===== config.mk =====
export PLATFORM = sky130hd
export DESIGN_NAME = pfi_ram
export DESIGN_NICKNAME = d
export VERILOG_FILES = /design/src/sv/pfi_ram.sv
export SDC_FILE = /design/constraint.sdc
export NUM_CORES = 1
export LEC_CHECK = 0
export ABC_CLOCK_PERIOD_IN_PS = 2750
export BUFFER_PORTS_ARGS = -buffer_cell sky130_fd_sc_hd__buf_2
export CORE_ASPECT_RATIO = 0.6
export CORE_MARGIN = 2
export CORE_UTILIZATION = 25
export CTS_BUF_LIST = sky130_fd_sc_hd__clkbuf_2
export DETAILED_ROUTE_END_ITERATION = 12
export GPL_TIMING_DRIVEN = 0
export PLACE_DENSITY = 0.38
export SYNTH_ARGS = -nofsm -noshare
export SYNTH_HDL_FRONTEND = slang
export SYNTH_SLANG_ARGS = --single-unit

===== constraint.sdc =====
create_clock -name clk -period 2.75 [get_ports clk]
set_input_delay 0.4125 -clock clk [delete_from_list [all_inputs] [get_ports clk]]
set_output_delay 0.4125 -clock clk [all_outputs]
set_load 0.02 [all_outputs]

===== src/sv/pfi_ram.sv =====
// generic simple dual-port ram with registered read
module pfi_ram #(
	parameter int WIDTH = 16,
	parameter int DEPTH = 64,
	localparam int AW = (DEPTH > 1) ? $clog2(DEPTH) : 1
) (
	input  logic             clk,
	input  logic             we,
	input  logic [AW-1:0]    waddr,
	input  logic [WIDTH-1:0] wdata,
	input  logic [AW-1:0]    raddr,
	output logic [WIDTH-1:0] rdata
);

	logic [WIDTH-1:0] mem [DEPTH];

	// write port
	always_ff @(posedge clk) begin
		if (we) begin
			mem[waddr] <= wdata;
		end
	end

	// registered read port
	always_ff @(posedge clk) begin
		rdata <= mem[raddr];
	end

endmodule


Word-level counts from Yosys, hierarchy flattened
Memory sizes are Yosys's and may differ from the RTL's. A register that Yosys moved wholly into a read port is not among the register bits.
Cells that the tools add are included.
{"block": "totals", "register_bits": 0, "ram_bits": 1024, "in_bits": 30, "elab_cells": 3, "memories": 1}
{"block": "op_classes", "n_mux": 2}
{"memory": "mem", "words": 64, "word_bits": 16, "read_ports": 1, "rd_clocked_by_memory_dff": 1, "wr": 1, "line_no": "15", "rtl": "logic [WIDTH-1:0] mem [DEPTH];"}
{"operator": "2-to-1 mux 1 bit", "count": 2}

Longest topological paths before layout
{"block": "logic_depth", "depth_word": 2, "depth_mapped": 10, "ltp_nobuf": 5}

Worst setup path before layout
Ideal clock, no wire load.
{"block": "synth_timing", "path_kind": "input-to-reg", "startpoint": "in waddr[3]", "endpoint": "mem mem[48][0] (enable)", "arrival_time_ps": 2038, "required_ps": 2341, "slack_ps": 303, "stages": 4, "path_buffers": 1, "path_cell_list": "clkbuf_1 > nor2b_1 > nand4b_1 > nor3_1"}
{"element": "from (decl)", "line_no": "9", "rtl": "input logic [AW-1:0] waddr,"}
{"element": "to (decl)", "line_no": "15"}
No word-level cell before the write port.

==> flow_summary.toml <==
[status]
outcome = "finished with violations"
violations = "setup timing"

[power_and_ir_drop]
vdd_drop_max_uv = 337
p_leak_nw = 15.1
power-per-cell-area_nw_per_um2 = 636

[routing]
initialDrtViolationCount = 2622
drtAntennaViolNets = 0
drcViolationCount = 0
drt-total-wl_mm = 132
routedWlPerCell_um = 28.7
via_per_inst = 4.63
dr.pass1.iters = 6
vias = 21255

[setup_path]
critPathLaunchType = "primary input"
crit_fanout = 10
slowest_stage = "mux2i_1"
worstPathArrival_ps = 4280
path_cells = "dlygate4sd3_1 -> buf_2 -> buf_4 -> buf_2 -> mux4_2 -> mux2i_1 -> a22oi_1 -> a31oi_1 -> a311oi_1"
path_common_cell = "buf_2"
slowest_delay_ps = 750
end_kind = "flip-flop"
crit_type = "in2reg"
cp_data_required_time_ps = 4180
r2r_cells = 5

[floorplan]
rows = 113
die-area_um2 = 163000
die_h_um = 314
design.core.area_um2 = 159000
ioPinCount = 46
initial_core_util = 0.252
die_w_um = 521

[sta]
fin_skew_ps = 123
rsz0062_at_grt = "false"
hold_viol = 0
holdWs_ps = 256
setup_ws_ps = -101
slew_violations = 0
finalCriticalPeriod_ps = 2850
period_share = 1.04
fmax_mhz = 351
setup-tns-final_ps = -222
slew_headroom = 0.163
finalSetupViolCount = 4
worst_pin_slew_ps = 1250

[clock_network]
root_buffer = "clkbuf_2"
clk_path_buf_depth = 3
cts_num_sinks = 1040
cts_tree = "built"
htreeDepth = 4
clk-insertion-delay-late_ps = 1560
cts.reportedPaths.clkPinSlew_ps = 110
post_cts_buffers = 0
cts_buffers = 241

[yosys]
synthArstFlopShare = 0
synth_ff_type = "edfxtp_1"
ys_seq_area_frac = 0.776
yosys_warnings = 0
synthCells = 1829
syn_area_um2 = 40000
ys_seq_elements = 1040
synth_edf_count = 1024
syn_avg_cell_area_um2 = 21.9
yosysUniqueCellTypes = 43
synth_nets = 1859

[finish]
finalNetCount = 2275
fin_area_um2 = 47500
layout.cells.non_filler = 4592
drive_above_1_share = 0.361
final_core_util = 0.299
area_growth_pct = 18.6

[global_routing]
grt_pass1_wl_mm = 178
antenna_found_initial = 20
track_usage = 0.160
grt_max_degree = 65
gr-total-overflow = 0
grt_pass1_vias = 21277

[worst_hold_path]
holdPathStages = 5
hold_path.class = "in2reg"

[place]
place_inst = 4062
hpwlAfterDp_mm = 88.2
placed_area_um2 = 44300
gp_congestion = 0.815
io_buffers = 38

[job]
max-cap-violations = 0
per-stage QoR:
step	setup WS, ps	total power [mW]
final	-101	30.2
after global routing	27.0	31.5
after CTS	0.445	30.6
after detailed placement	-1030	20.0
after global placement	-1320	19.9
after floorplan	303	18.9
critical path: cells and delay by family:
| kind | cells | cell delay, ps |
|---|---|---|
| buffers and inverters | 4 | 1720 |
| AOI/OAI and AO/OA | 3 | 940 |
| muxes | 2 | 1150 |
path summary, 6_finish.rpt:
path                to         from  slack [ps]
min reg2reg  rdata[10]  mem[37][10]        1000
min          rdata[10]     raddr[5]         260
max           rdata[9]     raddr[2]        -100
max reg2reg   rdata[9]   mem[23][9]         -20
cell usage after synthesis (4+ instances only):
master	instances	area (um2)
edfxtp_1	1024	30700
mux4_2	220	4950
mux2i_1	85	851
nor2_1	72	270
nand2_1	59	221
a22oi_1	39	293
buf_2	36	180
nor2b_1	30	188
mux2_2	27	304
clkbuf_1	24	90.1
nand3_1	24	120
a21oi_1	17	85.1
buf_6	17	191
a221oi_1	16	140
dfxtp_1	16	320
buf_4	13	97.6
nand4_1	12	75.1
a211o_1	8	70.1
a211oi_1	8	60.1
a311oi_1	8	70.1
a31oi_1	8	50.1
a221o_1	6	60.1
a22o_1	6	52.6
a41oi_1	5	43.8
and4_1	5	43.8
buf_12	5	100
o21ai_0	5	25.0
mux4_1	4	105
repair_timing:
| action | in CTS | in global routing |
|---|---|---|
| gates resized for setup | 16 | 3 |
| hold endpoints to repair | 1700 | 220 |
| setup endpoints to repair | 13 | 2 |
| hold buffers | 61 | 6 |
state kept, by name (all words and copies together) (netlist names):
register and flops:
mem 1024, rdata 16
cell families (layout without fill, tap and decap cells):
kind of cell | Yosys count | after routing | synth area share
flops | 1040 | 1040 | 0.776
mux | 336 | 336 | 0.155
simple gates | 220 | 220 | 0.0265
buf+inv | 104 | 726 | 0.0183
other cells | 0 | 14 | 0
compound gates | 129 | 129 | 0.0241
cells in the final DEF, fill, tap and decap left out, drive strengths merged, types with 5 or more instances in the layout:
cell         netlist  routed
edfxtp          1024    1024
clkbuf            27     368
mux4             224     224
buf               77     191
clkinv             0      94
mux2i             85      85
nor2              74      74
nand2             60      60
dlygate4sd3        0      59
a22oi             39      39
nor2b             30      30
mux2              27      27
nand3             24      24
a21oi             17      17
a221oi            16      16
dfxtp             16      16
diode              0      14
nand4             12      12
a211o              8       8
a31oi              8       8
a211oi             8       8
a311oi             8       8
o21ai              8       8
a22o               6       6
a221o              6       6
bufinv             0       6
inv                0       6
a41oi              5       5
and4               5       5
layer usage:
layer  wire length, um  up-vias  track usage
li1                  -     8724            -
met1             67300    11436        0.258
met2             50800      909        0.204
met3             11200      182       0.0442
met4              2440        4       0.0452
met5                25        -            0
cell type report:
| type | count | area, um2 |
|---|---|---|
| flip-flops and latches | 1040 | 31100 |
| clock inverters | 108 | 602 |
| plain buffers | 104 | 733 |
| multi-input cells | 685 | 8410 |
| clock buffers | 341 | 1710 |
| repair buffers | 173 | 2260 |
| well taps | 2127 | 2660 |
| fillers | 15633 | 111000 |
| diodes | 14 | 35.0 |
power breakdown:
group | total, mW | switching (mW) | internal [mW]
Clock | 10.4 | 6.45 | 3.98
Combinational | 2.20 | 1.47 | 0.736
Sequential | 17.6 | 0.0326 | 17.5
No activity file was read; power rests on OpenSTA's default activity.
