`config.mk`:
```
export PLATFORM = sky130hd
export DESIGN_NAME = pfi_mac
export DESIGN_NICKNAME = d
export VERILOG_FILES = /design/src/sv/pfi_pkg.sv /design/src/sv/pfi_mac.sv
export SDC_FILE = /design/constraint.sdc
export NUM_CORES = 1
export LEC_CHECK = 0
export BUFFER_PORTS_ARGS = -buffer_cell sky130_fd_sc_hd__buf_4
export CORE_ASPECT_RATIO = 0.6
export CORE_MARGIN = 4
export CORE_UTILIZATION = 40
export CTS_BUF_LIST = sky130_fd_sc_hd__clkbuf_16
export DETAILED_ROUTE_END_ITERATION = 10
export PLACE_DENSITY = 0.66
export SYNTH_ARGS = -nofsm -noshare
export SYNTH_HDL_FRONTEND = slang
export SYNTH_SLANG_ARGS = --single-unit
```
`constraint.sdc`:
```
create_clock -name clk -period 3.6 [get_ports clk]
set_clock_uncertainty 0.05 [all_clocks]
set_input_delay 0.18 -clock clk [delete_from_list [all_inputs] [get_ports clk]]
set_output_delay 0.18 -clock clk [all_outputs]
set_load 0.01 [all_outputs]
```
`src/sv/pfi_pkg.sv`:
```
// shared constants and types of the polyphase fir interpolator
package pfi_pkg;

	// sizing of the filter
	localparam int MAX_TAPS   = 64;
	localparam int MAX_FACTOR = 8;
	localparam int COEF_DEPTH = 512;
	localparam int HIST_DEPTH = MAX_TAPS - 1;

	// word fields
	localparam int DATA_W     = 16;
	localparam int CIDX_W     = 9;
	localparam int PHASE_W    = 3;
	localparam int IN_TDATA_W = 48;
	localparam int CFG_IDX_W  = 2;
	localparam int CFG_DATA_W = 7;
	localparam int FACTOR_W   = 4;
	localparam int TAPS_W     = 7;

	// derived widths
	localparam int COEF_AW = (COEF_DEPTH > 1) ? $clog2(COEF_DEPTH) : 1;
	localparam int HIDX_W  = (HIST_DEPTH > 1) ? $clog2(HIST_DEPTH) : 1;
	localparam int HSUM_W  = HIDX_W + 1;
	localparam int FILL_W  = $clog2(HIST_DEPTH + 1);
	localparam int LCNT_W  = $clog2(MAX_FACTOR + 1);
	localparam int KCNT_W  = $clog2(MAX_TAPS + 1);
	localparam int TAPI_W  = (MAX_TAPS > 1) ? $clog2(MAX_TAPS) : 1;
	localparam int PHI_W   = (MAX_FACTOR > 1) ? $clog2(MAX_FACTOR) : 1;
	localparam int FULL_W  = $clog2(MAX_FACTOR * MAX_TAPS);

	// arithmetic
	localparam int PROD_W     = 2 * DATA_W;
	localparam int PROD_SHIFT = 6;
	localparam int SUM_SHIFT  = 9;
	localparam int TERM_W     = PROD_W - PROD_SHIFT;
	localparam int ACC_W      = TERM_W + $clog2(MAX_TAPS) + 1;
	localparam int SAT_MAX    = 32767;
	localparam int SAT_MIN    = -32768;

	// configuration register indexes
	localparam logic [CFG_IDX_W-1:0] CFG_FACTOR = 2'd0;
	localparam logic [CFG_IDX_W-1:0] CFG_TAPS   = 2'd1;
	localparam logic [CFG_IDX_W-1:0] CFG_LAYOUT = 2'd2;

	// input word kinds
	localparam logic FUNC_SAMPLE = 1'b0;
	localparam logic FUNC_COEF   = 1'b1;

	// control from the tap sequencer to the multiply-accumulate
	typedef struct packed {
		logic clear;
		logic tap_valid;
	} mac_ctl_t;

endpackage

```
`src/sv/pfi_mac.sv`:
```
// shared multiply-accumulate with product and sum scaling and int16 saturation
module pfi_mac (
	input  logic                                clk,
	input  logic                                arst_n,
	input  pfi_pkg::mac_ctl_t                   ctl,
	input  logic signed [pfi_pkg::DATA_W-1:0]   op_sample,
	input  logic signed [pfi_pkg::DATA_W-1:0]   op_coef,
	output logic                                busy,
	output logic signed [pfi_pkg::DATA_W-1:0]   result
);

	logic signed [pfi_pkg::PROD_W-1:0] prod_s2;
	logic                              valid_s2;
	logic signed [pfi_pkg::TERM_W-1:0] term;
	logic signed [pfi_pkg::ACC_W-1:0]  acc_q;
	logic signed [pfi_pkg::ACC_W-1:0]  scaled;

	// product register
	always_ff @(posedge clk) begin
		if (ctl.tap_valid) begin
			prod_s2 <= op_sample * op_coef;
		end
	end

	always_ff @(posedge clk or negedge arst_n) begin
		if (!arst_n) begin
			valid_s2 <= 1'b0;
		end else begin
			valid_s2 <= ctl.tap_valid;
		end
	end

	// each product floors by the product shift
	assign term = pfi_pkg::TERM_W'(prod_s2 >>> pfi_pkg::PROD_SHIFT);

	// accumulator, cleared at the start of each phase
	always_ff @(posedge clk) begin
		if (ctl.clear) begin
			acc_q <= '0;
		end else if (valid_s2) begin
			acc_q <= acc_q + pfi_pkg::ACC_W'(term);
		end
	end

	// final scaling and saturation
	assign scaled = acc_q >>> pfi_pkg::SUM_SHIFT;

	always_comb begin
		if (scaled > pfi_pkg::SAT_MAX) begin
			result = pfi_pkg::DATA_W'(pfi_pkg::SAT_MAX);
		end else if (scaled < pfi_pkg::SAT_MIN) begin
			result = pfi_pkg::DATA_W'(pfi_pkg::SAT_MIN);
		end else begin
			result = pfi_pkg::DATA_W'(scaled);
		end
	end

	assign busy = valid_s2;

endmodule

```
* Word-level counts from Yosys, hierarchy flattened
Index checks and enable logic that the tools add are counted.
Storage, ports and cells: register bits after elaboration 66, logic and storage cells 9, input port bits 36
Operators by class: multipliers 1, multiplexer cells 2, magnitude comparators 2, add/subtract/negate cells 1
Operators with widths (number):
- $add 33x26->33 | 1
- $mul 16x16->32 | 1
- $mux 16 | 2
- $gt 24x16->1 const B | 1
- $lt 24x16->1 const B | 1

* Longest topological paths before layout
Gate-level depths: netlist of the first run.
depth in word-level cells 3, gate-level depth with buffers 24, mapped depth without buffers 23

* Worst setup path after synthesis of the first run
No wires, ideal clock.
path type input-to-reg, start point in op_sample[10] (netlist name), end point reg prod_s2[28] (netlist name) (data pin), arrival time 5.747 ns, setup slack -2.455 ns, buffers on the path 1, stages 21, setup time 0.258 ns, cell sequence clkbuf_1 > nand2_1 > fa_1 > fa_1 > fa_1 > fa_1 > inv_1 > fa_1 > inv_1 > fa_1 > inv_1 > ha_1 > a21oi_1 > o21ai_0 > o41ai_1 > o22ai_1 > o2111a_1 > or2_1 > a21o_1 > a211oi_1 > nor2_1
Between the ends: longest elaborated chain between the ends 1
Ends and longest elaborated chain:
- from (decl) | line pfi_mac.sv:6 | input logic signed [pfi_pkg::DATA_W-1:0] op_sample,
- $mul 16x16->32 | line pfi_mac.sv:21 | prod_s2 <= op_sample * op_coef;
- to (signal assigned) | line pfi_mac.sv:21
- to (decl) | line pfi_mac.sv:12 | logic signed [pfi_pkg::PROD_W-1:0] prod_s2;
Every way passes these cells. A chain may end at the register's enable or synchronous reset.

* Worst setup path after layout of the first run
start point in op_coef[7] (netlist name), end point reg prod_s2[31] (netlist name) (data pin)
Between the ends: longest elaborated chain between the ends 1
Ends and longest elaborated chain:
- from (decl) | line pfi_mac.sv:7 | input logic signed [pfi_pkg::DATA_W-1:0] op_coef,
- $mul 16x16->32 | line pfi_mac.sv:21
Every way passes these cells.

==> key figures, run 1 <==
STA
  – Number of setup violations in the final report: 24
  – Post-layout worst setup margin: -1.97 ns
  – Count of final hold-check violations: 0
  – RSZ-0062 raised after global routing: yes
  – Clock period minus worst slack: roughly 5.6 ns
  – Relative slew slack: a little over a fifth
  – Max-slew violations: 0
  – Worst-margin pin slew: ~1.2 ns
  – Final worst path period share: 155%
  – Fmax: between 150 and 200 MHz

Worst setup path
  – Critical Setup Path Class: primary input to flop
  – Worst path required time: ~3.6 ns
  – Kind of end point of the critical path: flop
  – WP data arrival: approximately 5.6 ns
  – Crit path max fanout: 10
  – Startpoint types: primary input

Synthesis
  – Synthesized net count: approximately 1,900
  – Mapped Avg Cell Area: just over 9 um2
  – Seq/Total Area, Yosys: between 10% and 20%
  – Flops & latches, synth: 60
  – Synthesized instance count: ~1,500
  – Synth async-reset ratio: 1.67%
  – Number of warnings printed during yosys synthesis: 0
  – Synth top cells by count: sky130_fd_sc_hd__inv_1, sky130_fd_sc_hd__fa_1, sky130_fd_sc_hd__nand2_1
  – Cell type with the highest aggregate area in the netlist: sky130_fd_sc_hd__fa_1
  – Top post-synthesis cells by area: sky130_fd_sc_hd__fa_1, sky130_fd_sc_hd__ha_1, sky130_fd_sc_hd__inv_1
  – Total standard cell area after synthesis: about 13,000 um2
  – Most frequently used flop master after synthesis: sky130_fd_sc_hd__dfxtp_1
  – Count of flip-flops with a built-in enable after synthesis: 26
  – Portion of synthesized cell area occupied by the leading cell type: approximately two fifths
  – Most frequent cell after synthesis: sky130_fd_sc_hd__inv_1
  – Number of distinct library cells after synthesis: between 60 and 70

Routing
  – Via Count: about 10,000
  – Final antenna-violating net count: 0
  – Routed WL per cell: roughly 16 um
  – Uppermost signal routing layer after detailed routing: met4
  – Amount of wire on met2 after detailed routing: between 10,000 and 15,000 um
  – Post-detailed-route DRC marker count: 0
  – 1st-iter DRT viols: approximately 560
  – Routed metal-1 wirelength: around 17,000 um
  – Wirelength, routed: roughly 34,000 um
  – Number of detailed-routing iterations run before antenna repair: 6
  – Sum of met3 wire segment lengths after detailed routing: 2650 um
  – Via-per-instance ratio: roughly 4.9

Status
  – Violations in the final reports: setup timing
  – Result of the run: complete, but fails checks

GRT
  – Largest net degree at the start of global routing: 38
  – Total congestion overflow: 0
  – Global-route wire length before repair: 58,200 um
  – All-Layer GR Usage: 19.7%
  – Vias in the first global route: ~11,000
  – Initial antenna violation count: 0

Placement
  – Detail Placement HPWL: roughly 30,000 um
  – Placed Area: around 16,000 um2
  – RD Place Congestion: about 0.92
  – Placed cells: between 2,000 and 2,500
  – Count of input and output buffers: 52

Final layout
  – Final #Nets: just over 2,000
  – Final std cell area, no fill: approximately 17,000 um2
  – Non-filler cells in the finished layout: between 2,000 and 2,500
  – Total inserted antenna cells: 0
  – Count of fill cells added during filler insertion: about 3,000
  – Signed area change from the synthesized netlist to the final layout: 25.8%
  – Fraction of layout cells with a size suffix above 1: roughly 26%

Die
  – Initial Util: approximately two fifths
  – Area of the core: about 33,000 um2
  – Vert. Die Dim: 150 um
  – Die X-Extent: ~240 um
  – Boundary pin count: 53
  – Die Footprint: roughly 37,000 um2
  – Std cell rows: between 50 and 60

CTS
  – CTS Sinks: 60
  – Inserted Clock Buffers: 9
  – Maximum buffer depth of the clock tree: 2
  – Clock Pin Slew Worst Setup and Hold Paths: 0.05 ns
  – CTS H-Tree Depth: 3
  – Root cell of the clock tree: sky130_fd_sc_hd__clkbuf_16
  – Clock tree from TritonCTS: done
  – Skew-Pair Late Insertion Delay: around 0.34 ns

Job
  – Max_cap viols: 0

Worst hold path
  – Worst hold path class: primary input to async pin
[area by class of cell]
class	count	area [um2]	share of cell area [%]
Sequential cell	60	1470	8.69
Inverter	336	1260	7.49
Clock buffer	9	225	1.33
Tap cell	450	563	3.34
Clock inverter	7	91.3	0.541
Multi-Input combinational cell	1022	11200	66.6
Timing Repair Buffer	228	2030	12.0
[cells by family (layout without fill, tap and decap cells)]
| kind of cell | after synthesis | after routing | share of synthesized area [%] |
|---|---|---|---|
| AND/OR/NAND/NOR | 420 | 420 | 15.6 |
| buffers and inverters | 385 | 580 | 10.9 |
| adder cells (fa/ha/maj) | 373 | 373 | 49.4 |
| AO/OA/AOI/OAI | 155 | 155 | 8.14 |
| flip-flops | 60 | 60 | 10.9 |
| XOR/XNOR | 53 | 53 | 3.46 |
| multiplexers | 21 | 21 | 1.58 |
[per-stage QoR]
step / setup TNS (ns) / utilization (%) / setup WS [ns] / hold slack [ns]
after floorplan: -35.88 / - / -2.05 / -0.166
after global placement: -46.07 / 47.4 / -2.43 / -0.0937
after detailed placement: -47.93 / 47.4 / -2.54 / -0.0942
after CTS: -34.58 / 50.7 / -1.94 / 0.0981
after global routing: -39.15 / 51.6 / -2.20 / 0.119
final: -35.42 / 51.6 / -1.97 / 0.110
[metal layers]
| layer | track usage [%] | up-vias |
|---|---|---|
| met3 | 5.87 | 26 |
| li1 | - | 4881 |
| met1 | 28.5 | 5241 |
| met4 | 2.19 | 0 |
| met2 | 30.3 | 268 |
| met5 | 0 | - |
[final timing paths]
kind	startpoint	end	cells past startpoint	slack [ns]
max reg2reg	acc_q[0]$_SDFFE_PP0P_	acc_q[22]$_SDFFE_PP0P_	12	0.25
max in group asynchronous	arst_n	busy$_DFF_PN0_	2	3.31
min in group clk	ctl[0]	busy$_DFF_PN0_	1	0.11
min reg2reg	acc_q[0]$_SDFFE_PP0P_	acc_q[0]$_SDFFE_PP0P_	2	0.45
max	op_coef[7]	prod_s2[31]$_DFFE_PP_	22	-1.97
min	arst_n	busy$_DFF_PN0_	2	0.11
[sequential cells by signal, indices dropped and copies added (netlist names)]
register  cells
acc_q        33
prod_s2      26
busy          1
[repair_timing]
action                                  4_1_cts  5_1_grt
hold endpoints to repair                      1        0
endpoints found under the setup margin       26       27
buffers inserted                             18        7
pin swaps                                    89       36
hold buffers                                  1        0
gates resized for setup                     167       74
[worst max-delay path: stages]
cell and delay, ns:
sky130_fd_sc_hd__buf_4 0.19, sky130_fd_sc_hd__buf_4 0.17, sky130_fd_sc_hd__nand2_1 0.08, sky130_fd_sc_hd__fa_1 0.54, sky130_fd_sc_hd__inv_1 0.05, sky130_fd_sc_hd__fa_1 0.47, sky130_fd_sc_hd__fa_1 0.60, sky130_fd_sc_hd__fa_2 0.49
sky130_fd_sc_hd__fa_1 0.50, sky130_fd_sc_hd__inv_1 0.05, sky130_fd_sc_hd__fa_1 0.49, sky130_fd_sc_hd__inv_2 0.06, sky130_fd_sc_hd__ha_4 0.27, sky130_fd_sc_hd__nand4_1 0.10, sky130_fd_sc_hd__buf_4 0.17, sky130_fd_sc_hd__nor4_4 0.27
sky130_fd_sc_hd__buf_4 0.16, sky130_fd_sc_hd__o2111a_1 0.24, sky130_fd_sc_hd__o2111ai_2 0.15, sky130_fd_sc_hd__nand2_1 0.14, sky130_fd_sc_hd__o41ai_2 0.07, sky130_fd_sc_hd__xnor2_1 0.14
[cells in the final DEF, fill, tap and decap left out, types with 9 or more instances in the layout]
cell / instances
sky130_fd_sc_hd__o21a_1: 22
sky130_fd_sc_hd__ha_1: 87
sky130_fd_sc_hd__inv_2: 37
sky130_fd_sc_hd__buf_8: 11
sky130_fd_sc_hd__and2_1: 95
sky130_fd_sc_hd__a21oi_1: 31
sky130_fd_sc_hd__nor2_1: 56
sky130_fd_sc_hd__nand4_1: 11
sky130_fd_sc_hd__fa_1: 239
sky130_fd_sc_hd__dfxtp_1: 33
sky130_fd_sc_hd__buf_4: 170
sky130_fd_sc_hd__mux2i_1: 20
sky130_fd_sc_hd__xor2_1: 9
sky130_fd_sc_hd__fa_2: 23
sky130_fd_sc_hd__ha_4: 20
sky130_fd_sc_hd__inv_1: 297
sky130_fd_sc_hd__o21bai_1: 9
sky130_fd_sc_hd__nand2_1: 141
sky130_fd_sc_hd__and2_4: 34
sky130_fd_sc_hd__nand2b_1: 10
sky130_fd_sc_hd__clkbuf_16: 9
sky130_fd_sc_hd__xnor2_1: 40
sky130_fd_sc_hd__buf_6: 39
sky130_fd_sc_hd__nor2_2: 11
sky130_fd_sc_hd__a21o_1: 19
sky130_fd_sc_hd__edfxtp_1: 26
sky130_fd_sc_hd__o21ai_0: 9
Power of run 1 is not shown: default switching activity piles up to over one toggle a cycle in this logic, so the estimate is an artifact.
==> inputs of run 2 (changes only) <==
--- a/config.mk
+++ b/config.mk
@@ -11,6 +11,7 @@
 export CORE_UTILIZATION = 40
 export CTS_BUF_LIST = sky130_fd_sc_hd__clkbuf_16
 export DETAILED_ROUTE_END_ITERATION = 10
+export HOLD_SLACK_MARGIN = 0.12
 export PLACE_DENSITY = 0.66
 export SYNTH_ARGS = -nofsm -noshare
 export SYNTH_HDL_FRONTEND = slang
==> key figures, run 2 (synthesis gave the netlist of run 1 again) <==
Routing
  – Wirelength, routed: 34,300 um (about the same)
  – Via Count: 10,400 (+0.25%)
  – 1st-iter DRT viols: 549 (-1.8%)
  – Final antenna-violating net count: 0 (unchanged)
  – Routed WL per cell: 16.2 um (-0.16%)
  – Via-per-instance ratio: 4.94 (+0.15%)
  – Number of detailed-routing iterations run before antenna repair: 5 (-1)
  – Post-detailed-route DRC marker count: 0 (unchanged)

CTS
  – Inserted Clock Buffers: 9 (unchanged)
  – Root cell of the clock tree: sky130_fd_sc_hd__clkbuf_16
  – Clock Pin Slew Worst Setup and Hold Paths: 0.06 ns (about the same)
  – CTS H-Tree Depth: 3 (unchanged)
  – CTS Sinks: 60 (unchanged)
  – Clock tree from TritonCTS: done
  – Maximum buffer depth of the clock tree: 2 (unchanged)
  – Skew-Pair Late Insertion Delay: 0.34 ns (about the same)

Worst setup path
  – Reg2Reg Launch Point: acc_q[0]$_SDFFE_PP0P_
  – WP data arrival: 5.60 ns (about the same)
  – Worst path required time: 3.63 ns (about the same)
  – Startpoint types: primary input
  – Most numerous cell on the critical path: sky130_fd_sc_hd__fa_1
  – Cell with the largest stage delay on the worst path: sky130_fd_sc_hd__fa_1
  – CP peak stage delay: 0.61 ns (about the same)
  – Cell family with the largest share of critical-path delay: adder cells
  – Crit path max fanout: 10 (unchanged)
  – Worst-case register-to-register setup slack: 0.25 ns (about the same)
  – Kind of end point of the critical path: flop
  – Depth of the most critical reg-to-reg path: 12 (unchanged)
  – Endpoint of the most critical register-to-register path: acc_q[22]$_SDFFE_PP0P_
  – Critical Setup Path Class: primary input to flop
  – Series of cell instances along the critical path: buf_4 -> buf_4 -> nand2_1 -> fa_1 -> inv_1 -> fa_1 -> fa_1 -> fa_2 -> fa_1 -> inv_1 -> fa_1 -> inv_2 -> ha_4 -> nand4_1 -> buf_4 -> nor4_4 -> buf_4 -> o2111a_1 -> o2111ai_2 -> nand2_1 -> o41ai_2 -> xnor2_1
  – Buffer and inverter count on the worst path: 7 (unchanged)

GRT
  – Total congestion overflow: 0 (unchanged)
  – All-Layer GR Usage: 19.7% (about the same)
  – Global-route wire length before repair: 58,200 um (about the same)
  – Largest net degree at the start of global routing: 38 (unchanged)
  – Vias in the first global route: 11,400 (+0.026%)
  – Initial antenna violation count: 0 (unchanged)

STA
  – Clock period minus worst slack: 5.57 ns (+0.00339 ns)
  – Post-layout worst setup margin: -1.97 ns (-0.00339 ns)
  – Fmax: 179 MHz (about the same)
  – RSZ-0062 raised after global routing: yes
  – Count of final hold-check violations: 0 (unchanged)
  – Final worst path period share: 155% (about the same)
  – Number of setup violations in the final report: 24 (unchanged)
  – Max-slew violations: 0 (unchanged)
  – Relative slew slack: 20.9% (-0.12 points)
  – Worst-margin pin slew: 1.19 ns (+0.00185 ns)
  – Setup TNS after final layout: -35.43 ns (-0.00950 ns)

Worst hold path
  – Worst hold path class: primary input to flop
  – Worst-case hold path end point: acc_q[0]$_SDFFE_PP0P_
  – Startpoint of the most critical hold path: ctl[1]
  – Hold Path Depth: 2

Die
  – Vert. Die Dim: 150 um (unchanged)
  – Initial Util: 41.0% (unchanged)
  – Boundary pin count: 53 (unchanged)
  – Die Footprint: 36,600 um2 (unchanged)
  – Die X-Extent: 244 um (unchanged)
  – Area of the core: 32,700 um2 (unchanged)
  – Std cell rows: 51 (unchanged)

Status
  – Violations in the final reports: setup timing
  – Result of the run: complete, but fails checks

Final layout
  – Highest-count cells in the layout ignoring fill and taps: sky130_fd_sc_hd__inv_1, sky130_fd_sc_hd__fa_1, sky130_fd_sc_hd__buf_4
  – Signed area change from the synthesized netlist to the final layout: 26.0%
  – Final std cell area, no fill: 16,900 um2 (+0.12%)
  – Register with the highest flop count: acc_q
  – Non-filler cells in the finished layout: 2,114 (+0.095%)
  – Total inserted antenna cells: 0 (unchanged)
  – Commonest non-fill, non-tap cell in the layout: sky130_fd_sc_hd__inv_1
  – Final #Nets: 2,068 (+0.097%)
  – Fraction of layout cells with a size suffix above 1: 25.6% (-0.031 points)
  – Flip-flop count of the largest register after layout: 33 (unchanged)

Placement
  – Count of input and output buffers: 52 (unchanged)
  – Detail Placement HPWL: 29,100 um (unchanged)
  – RD Place Congestion: 0.924 (unchanged)
  – Placement-stage worst setup slack: -2.54 ns (unchanged)
  – Placed Area: 15,500 um2 (unchanged)
  – Placed cells: 2,071 (unchanged)

Job
  – Max_cap viols: 0 (unchanged)
[run 2: final cells by class]
type,instances,area [um2]
Fill cell,2936,15800
Clock buffer,9,225
Timing Repair Buffer,230,2050
Multi-Input combinational cell,1022,11200
Sequential cell,60,1470
Clock inverter,7,91.3
Inverter,336,1260
Tap cell,450,563
[run 2: metrics by stage]
stage | hold WS [ns] | util [%]
after floorplan | -0.166 | -
after global placement | -0.0937 | 47.4
after detailed placement | -0.0942 | 47.4
after CTS | 0.215 | 50.7
after global routing | 0.240 | 51.6
final | 0.212 | 51.6
[run 2: timing repair]
item                                    4_1_cts  5_1_grt
endpoints found under the setup margin       26       27
hold buffers                                  3        0
pin swaps                                    89       36
setup buffers                                18        7
hold endpoints to repair                      2        0
resized for setup                           167       74
[run 2: worst register-to-register path, stage by stage (launching register included)]
cell	delay [ns]
sky130_fd_sc_hd__dfxtp_1	0.33
sky130_fd_sc_hd__ha_1	0.18
sky130_fd_sc_hd__inv_1	0.06
sky130_fd_sc_hd__fa_1	0.41
sky130_fd_sc_hd__nand2b_1	0.20
sky130_fd_sc_hd__a211oi_2	0.27
sky130_fd_sc_hd__or4b_1	0.25
sky130_fd_sc_hd__o2111ai_1	0.20
sky130_fd_sc_hd__a221oi_2	0.36
sky130_fd_sc_hd__nand3_1	0.14
sky130_fd_sc_hd__a31o_1	0.25
sky130_fd_sc_hd__a2111oi_1	0.43
sky130_fd_sc_hd__a311o_1	0.16
[run 2: metal layers]
metal	part of all wire (%)	up-vias	global-route usage, %
li1	-	4887	-
met2	43	263	30.3
met3	7.7	24	5.87
met4	0.69	0	2.19
met5	0	-	0
met1	49	5268	28.5
[run 2: worst max-delay path by stage]
| stage | endpoint | depth (start not counted) | slack, ns | start |
|---|---|---|---|---|
| final | prod_s2[31]$_DFFE_PP_ | 22 | -1.97 | op_coef[7] |
| after floorplan | prod_s2[28]$_DFFE_PP_ | 22 | -2.05 | op_sample[7] |
| after CTS | prod_s2[28]$_DFFE_PP_ | 22 | -1.94 | op_coef[4] |
| after detailed placement | prod_s2[30]$_DFFE_PP_ | 24 | -2.54 | op_sample[5] |
| after global routing | prod_s2[31]$_DFFE_PP_ | 23 | -2.20 | op_coef[4] |
| after global placement | prod_s2[30]$_DFFE_PP_ | 24 | -2.43 | op_sample[5] |
Power of run 2 is left out for the same reason.
==> inputs of run 3 (changes only) <==
==> constraint.sdc (replaced) <==
create_clock -name clk -period 5.7 [get_ports clk]
set_clock_uncertainty 0.05 [all_clocks]
set_input_delay 0.285 -clock clk [delete_from_list [all_inputs] [get_ports clk]]
set_output_delay 0.285 -clock clk [all_outputs]
set_load 0.01 [all_outputs]
==> key figures, run 3 (synthesis gave the netlist of run 1 again) <==
STA
  – Clock period minus worst slack: 5.76 ns
  – RSZ-0062 raised after global routing: yes
  – Max-slew violations: 0 (unchanged)
  – Count of final hold-check violations: 0 (unchanged)
  – Final worst path period share: 101%
  – Post-layout worst setup margin: -0.0597 ns (+1.91 ns)
  – Worst-margin pin slew: 1.14 ns (-0.0425 ns)
  – Number of setup violations in the final report: 2 (-92%)
  – Fmax: 174 MHz
  – Relative slew slack: 23.8% (+2.8 points)

CTS
  – CTS H-Tree Depth: 3 (unchanged)
  – Root cell of the clock tree: sky130_fd_sc_hd__clkbuf_16
  – CTS Sinks: 60 (unchanged)
  – Inserted Clock Buffers: 9 (unchanged)
  – Clock Pin Slew Worst Setup and Hold Paths: 0.06 ns (about the same)
  – Maximum buffer depth of the clock tree: 2 (unchanged)
  – Clock tree from TritonCTS: done
  – Skew-Pair Late Insertion Delay: 0.33 ns (about the same)

Worst setup path
  – Reg2Reg Launch Point: prod_s2[6]$_DFFE_PP_
  – Endpoint of the most critical register-to-register path: acc_q[22]$_SDFFE_PP0P_
  – Critical Setup Path Class: primary input to flop
  – Cell with the largest stage delay on the worst path: sky130_fd_sc_hd__fa_2
  – Worst path required time: 5.71 ns (+2.08 ns)
  – Crit path max fanout: 8 (-2)
  – Depth of the most critical reg-to-reg path: 12 (unchanged)
  – WP data arrival: 5.77 ns (+0.17 ns)
  – Series of cell instances along the critical path: buf_8 -> buf_12 -> and2_4 -> fa_1 -> inv_2 -> fa_1 -> inv_2 -> fa_2 -> fa_2 -> fa_1 -> inv_2 -> fa_1 -> inv_2 -> ha_4 -> o41ai_4 -> o22ai_2 -> o2111a_1 -> o2111ai_2 -> nand2_1 -> o41ai_2 -> xnor2_1
  – CP Depth: 21 (-4.5%)
  – Buffer and inverter count on the worst path: 6 (-1)
  – CP peak stage delay: 0.59 ns (-0.02 ns)
  – Kind of end point of the critical path: flop
  – Startpoint types: primary input
  – Worst-case register-to-register setup slack: 2.22 ns (+1.97 ns)
  – Cell family with the largest share of critical-path delay: adder cells

Routing
  – 1st-iter DRT viols: 729 (+33%)
  – Final antenna-violating net count: 0 (unchanged)
  – Post-detailed-route DRC marker count: 0 (unchanged)
  – Via Count: 10,200 (-2.3%)
  – Number of detailed-routing iterations run before antenna repair: 5 (unchanged)
  – Routed WL per cell: 16.1 um (-0.90%)
  – Via-per-instance ratio: 4.93 (about the same)
  – Wirelength, routed: 33,200 um (-3.1%)

Die
  – Boundary pin count: 53 (unchanged)
  – Die Footprint: 36,600 um2 (unchanged)
  – Std cell rows: 51 (unchanged)
  – Die X-Extent: 244 um (unchanged)
  – Vert. Die Dim: 150 um (unchanged)
  – Area of the core: 32,700 um2 (unchanged)
  – Initial Util: 41.0% (unchanged)

Job
  – Max_cap viols: 0 (unchanged)

GRT
  – Total congestion overflow: 0 (unchanged)
  – Global-route wire length before repair: 56,200 um (-3.4%)
  – All-Layer GR Usage: 18.9% (-0.75 points)
  – Initial antenna violation count: 0 (unchanged)
  – Largest net degree at the start of global routing: 40 (+5.3%)
  – Vias in the first global route: 10,900 (-4.3%)

Final layout
  – Register with the highest flop count: acc_q
  – Fraction of layout cells with a size suffix above 1: 16.0% (-9.6 points)
  – Total inserted antenna cells: 0 (unchanged)
  – Final #Nets: 2,021 (-2.3%)
  – Final std cell area, no fill: 15,800 um2 (-6.5%)
  – Highest-count cells in the layout ignoring fill and taps: sky130_fd_sc_hd__inv_1, sky130_fd_sc_hd__fa_1, sky130_fd_sc_hd__buf_4
  – Commonest non-fill, non-tap cell in the layout: sky130_fd_sc_hd__inv_1
  – Flip-flop count of the largest register after layout: 33 (unchanged)
  – Signed area change from the synthesized netlist to the final layout: 17.8%

Status
  – Result of the run: complete, but fails checks
  – Violations in the final reports: setup timing

Placement
  – Detail Placement HPWL: 28,600 um (-1.8%)
  – Count of input and output buffers: 52 (unchanged)
  – Placed Area: 15,200 um2 (-1.7%)
  – RD Place Congestion: 0.917 (-0.81%)

Worst hold path
  – Worst hold path class: primary input to async pin
run 3: changes by cell type in the layout (fill, tap and decap cells not counted), moves of 17 or more:
| cell | previous run | this run |
|---|---|---|
| sky130_fd_sc_hd__and2_1 | 95 | 120 |
| sky130_fd_sc_hd__ha_1 | 87 | 104 |
| sky130_fd_sc_hd__buf_6 | 39 | 14 |
| sky130_fd_sc_hd__inv_2 | 37 | 6 |
| sky130_fd_sc_hd__inv_1 | 297 | 331 |
| sky130_fd_sc_hd__and2_4 | 34 | 9 |
run 3: metrics by stage:
step	utilization [%]	hold slack, ns	cells	setup TNS (ns)	setup WS [ns]
6_report	48.3	0.211	2067	-0.0630	-0.0597
3_3_place_gp	46.6	0.0105	2043	-3.54	-0.419
2_1_floorplan	-	-0.0606	1467	-0.106	-0.0581
3_5_place_dp	46.6	0.0122	2043	-4.68	-0.569
5_1_grt	48.3	0.215	2067	-0.949	-0.283
4_1_cts	48.0	0.205	2065	-0.113	-0.113
run 3: worst max-delay path by stage:
stage / startpoint / endpoint / slack (ns)
after floorplan: op_sample[7] / prod_s2[28]$_DFFE_PP_ / -0.06
after global placement: op_coef[4] / prod_s2[31]$_DFFE_PP_ / -0.42
after detailed placement: op_coef[4] / prod_s2[31]$_DFFE_PP_ / -0.57
after CTS: op_sample[3] / prod_s2[31]$_DFFE_PP_ / -0.11
after global routing: op_sample[7] / prod_s2[31]$_DFFE_PP_ / -0.28
final: op_sample[3] / prod_s2[31]$_DFFE_PP_ / -0.06
run 3: layer usage:
layer,GRT usage (%),up-vias,part of all wire [%]
met5,0,-,0
met3,3.83,14,6.7
met4,1.97,0,0.51
met2,28.0,255,41
met1,29.6,5135,52
li1,-,4796,-
run 3: worst register-to-register path: stages (launching register included):
cell and delay, ns:
sky130_fd_sc_hd__edfxtp_1 0.33, sky130_fd_sc_hd__ha_1 0.18, sky130_fd_sc_hd__inv_1 0.06, sky130_fd_sc_hd__fa_1 0.40
sky130_fd_sc_hd__nand2b_1 0.20, sky130_fd_sc_hd__a211oi_1 0.31, sky130_fd_sc_hd__or4b_1 0.26, sky130_fd_sc_hd__o2111ai_1 0.19
sky130_fd_sc_hd__a221oi_1 0.39, sky130_fd_sc_hd__nand3_1 0.15, sky130_fd_sc_hd__a31o_1 0.26, sky130_fd_sc_hd__a2111oi_0 0.47
sky130_fd_sc_hd__a311o_1 0.18
run 3: area by class of cell:
cell class / count / area (um2)
clock buffers: 9 / 225
repair buffers: 183 / 1510
flip-flops and latches: 60 / 1470
clock inverters: 7 / 60.1
multi-input cells: 1022 / 10700
fillers: 3089 / 16900
inverters: 336 / 1260
well taps: 450 / 563
run 3: what timing repair did:
action,CTS,global route
hold endpoints to repair,1,0
pin swaps,20,21
setup buffers,5,3
resized for setup,39,19
hold buffers,1,0
setup endpoints to repair,7,10
Power of run 3 is left out for the same reason.
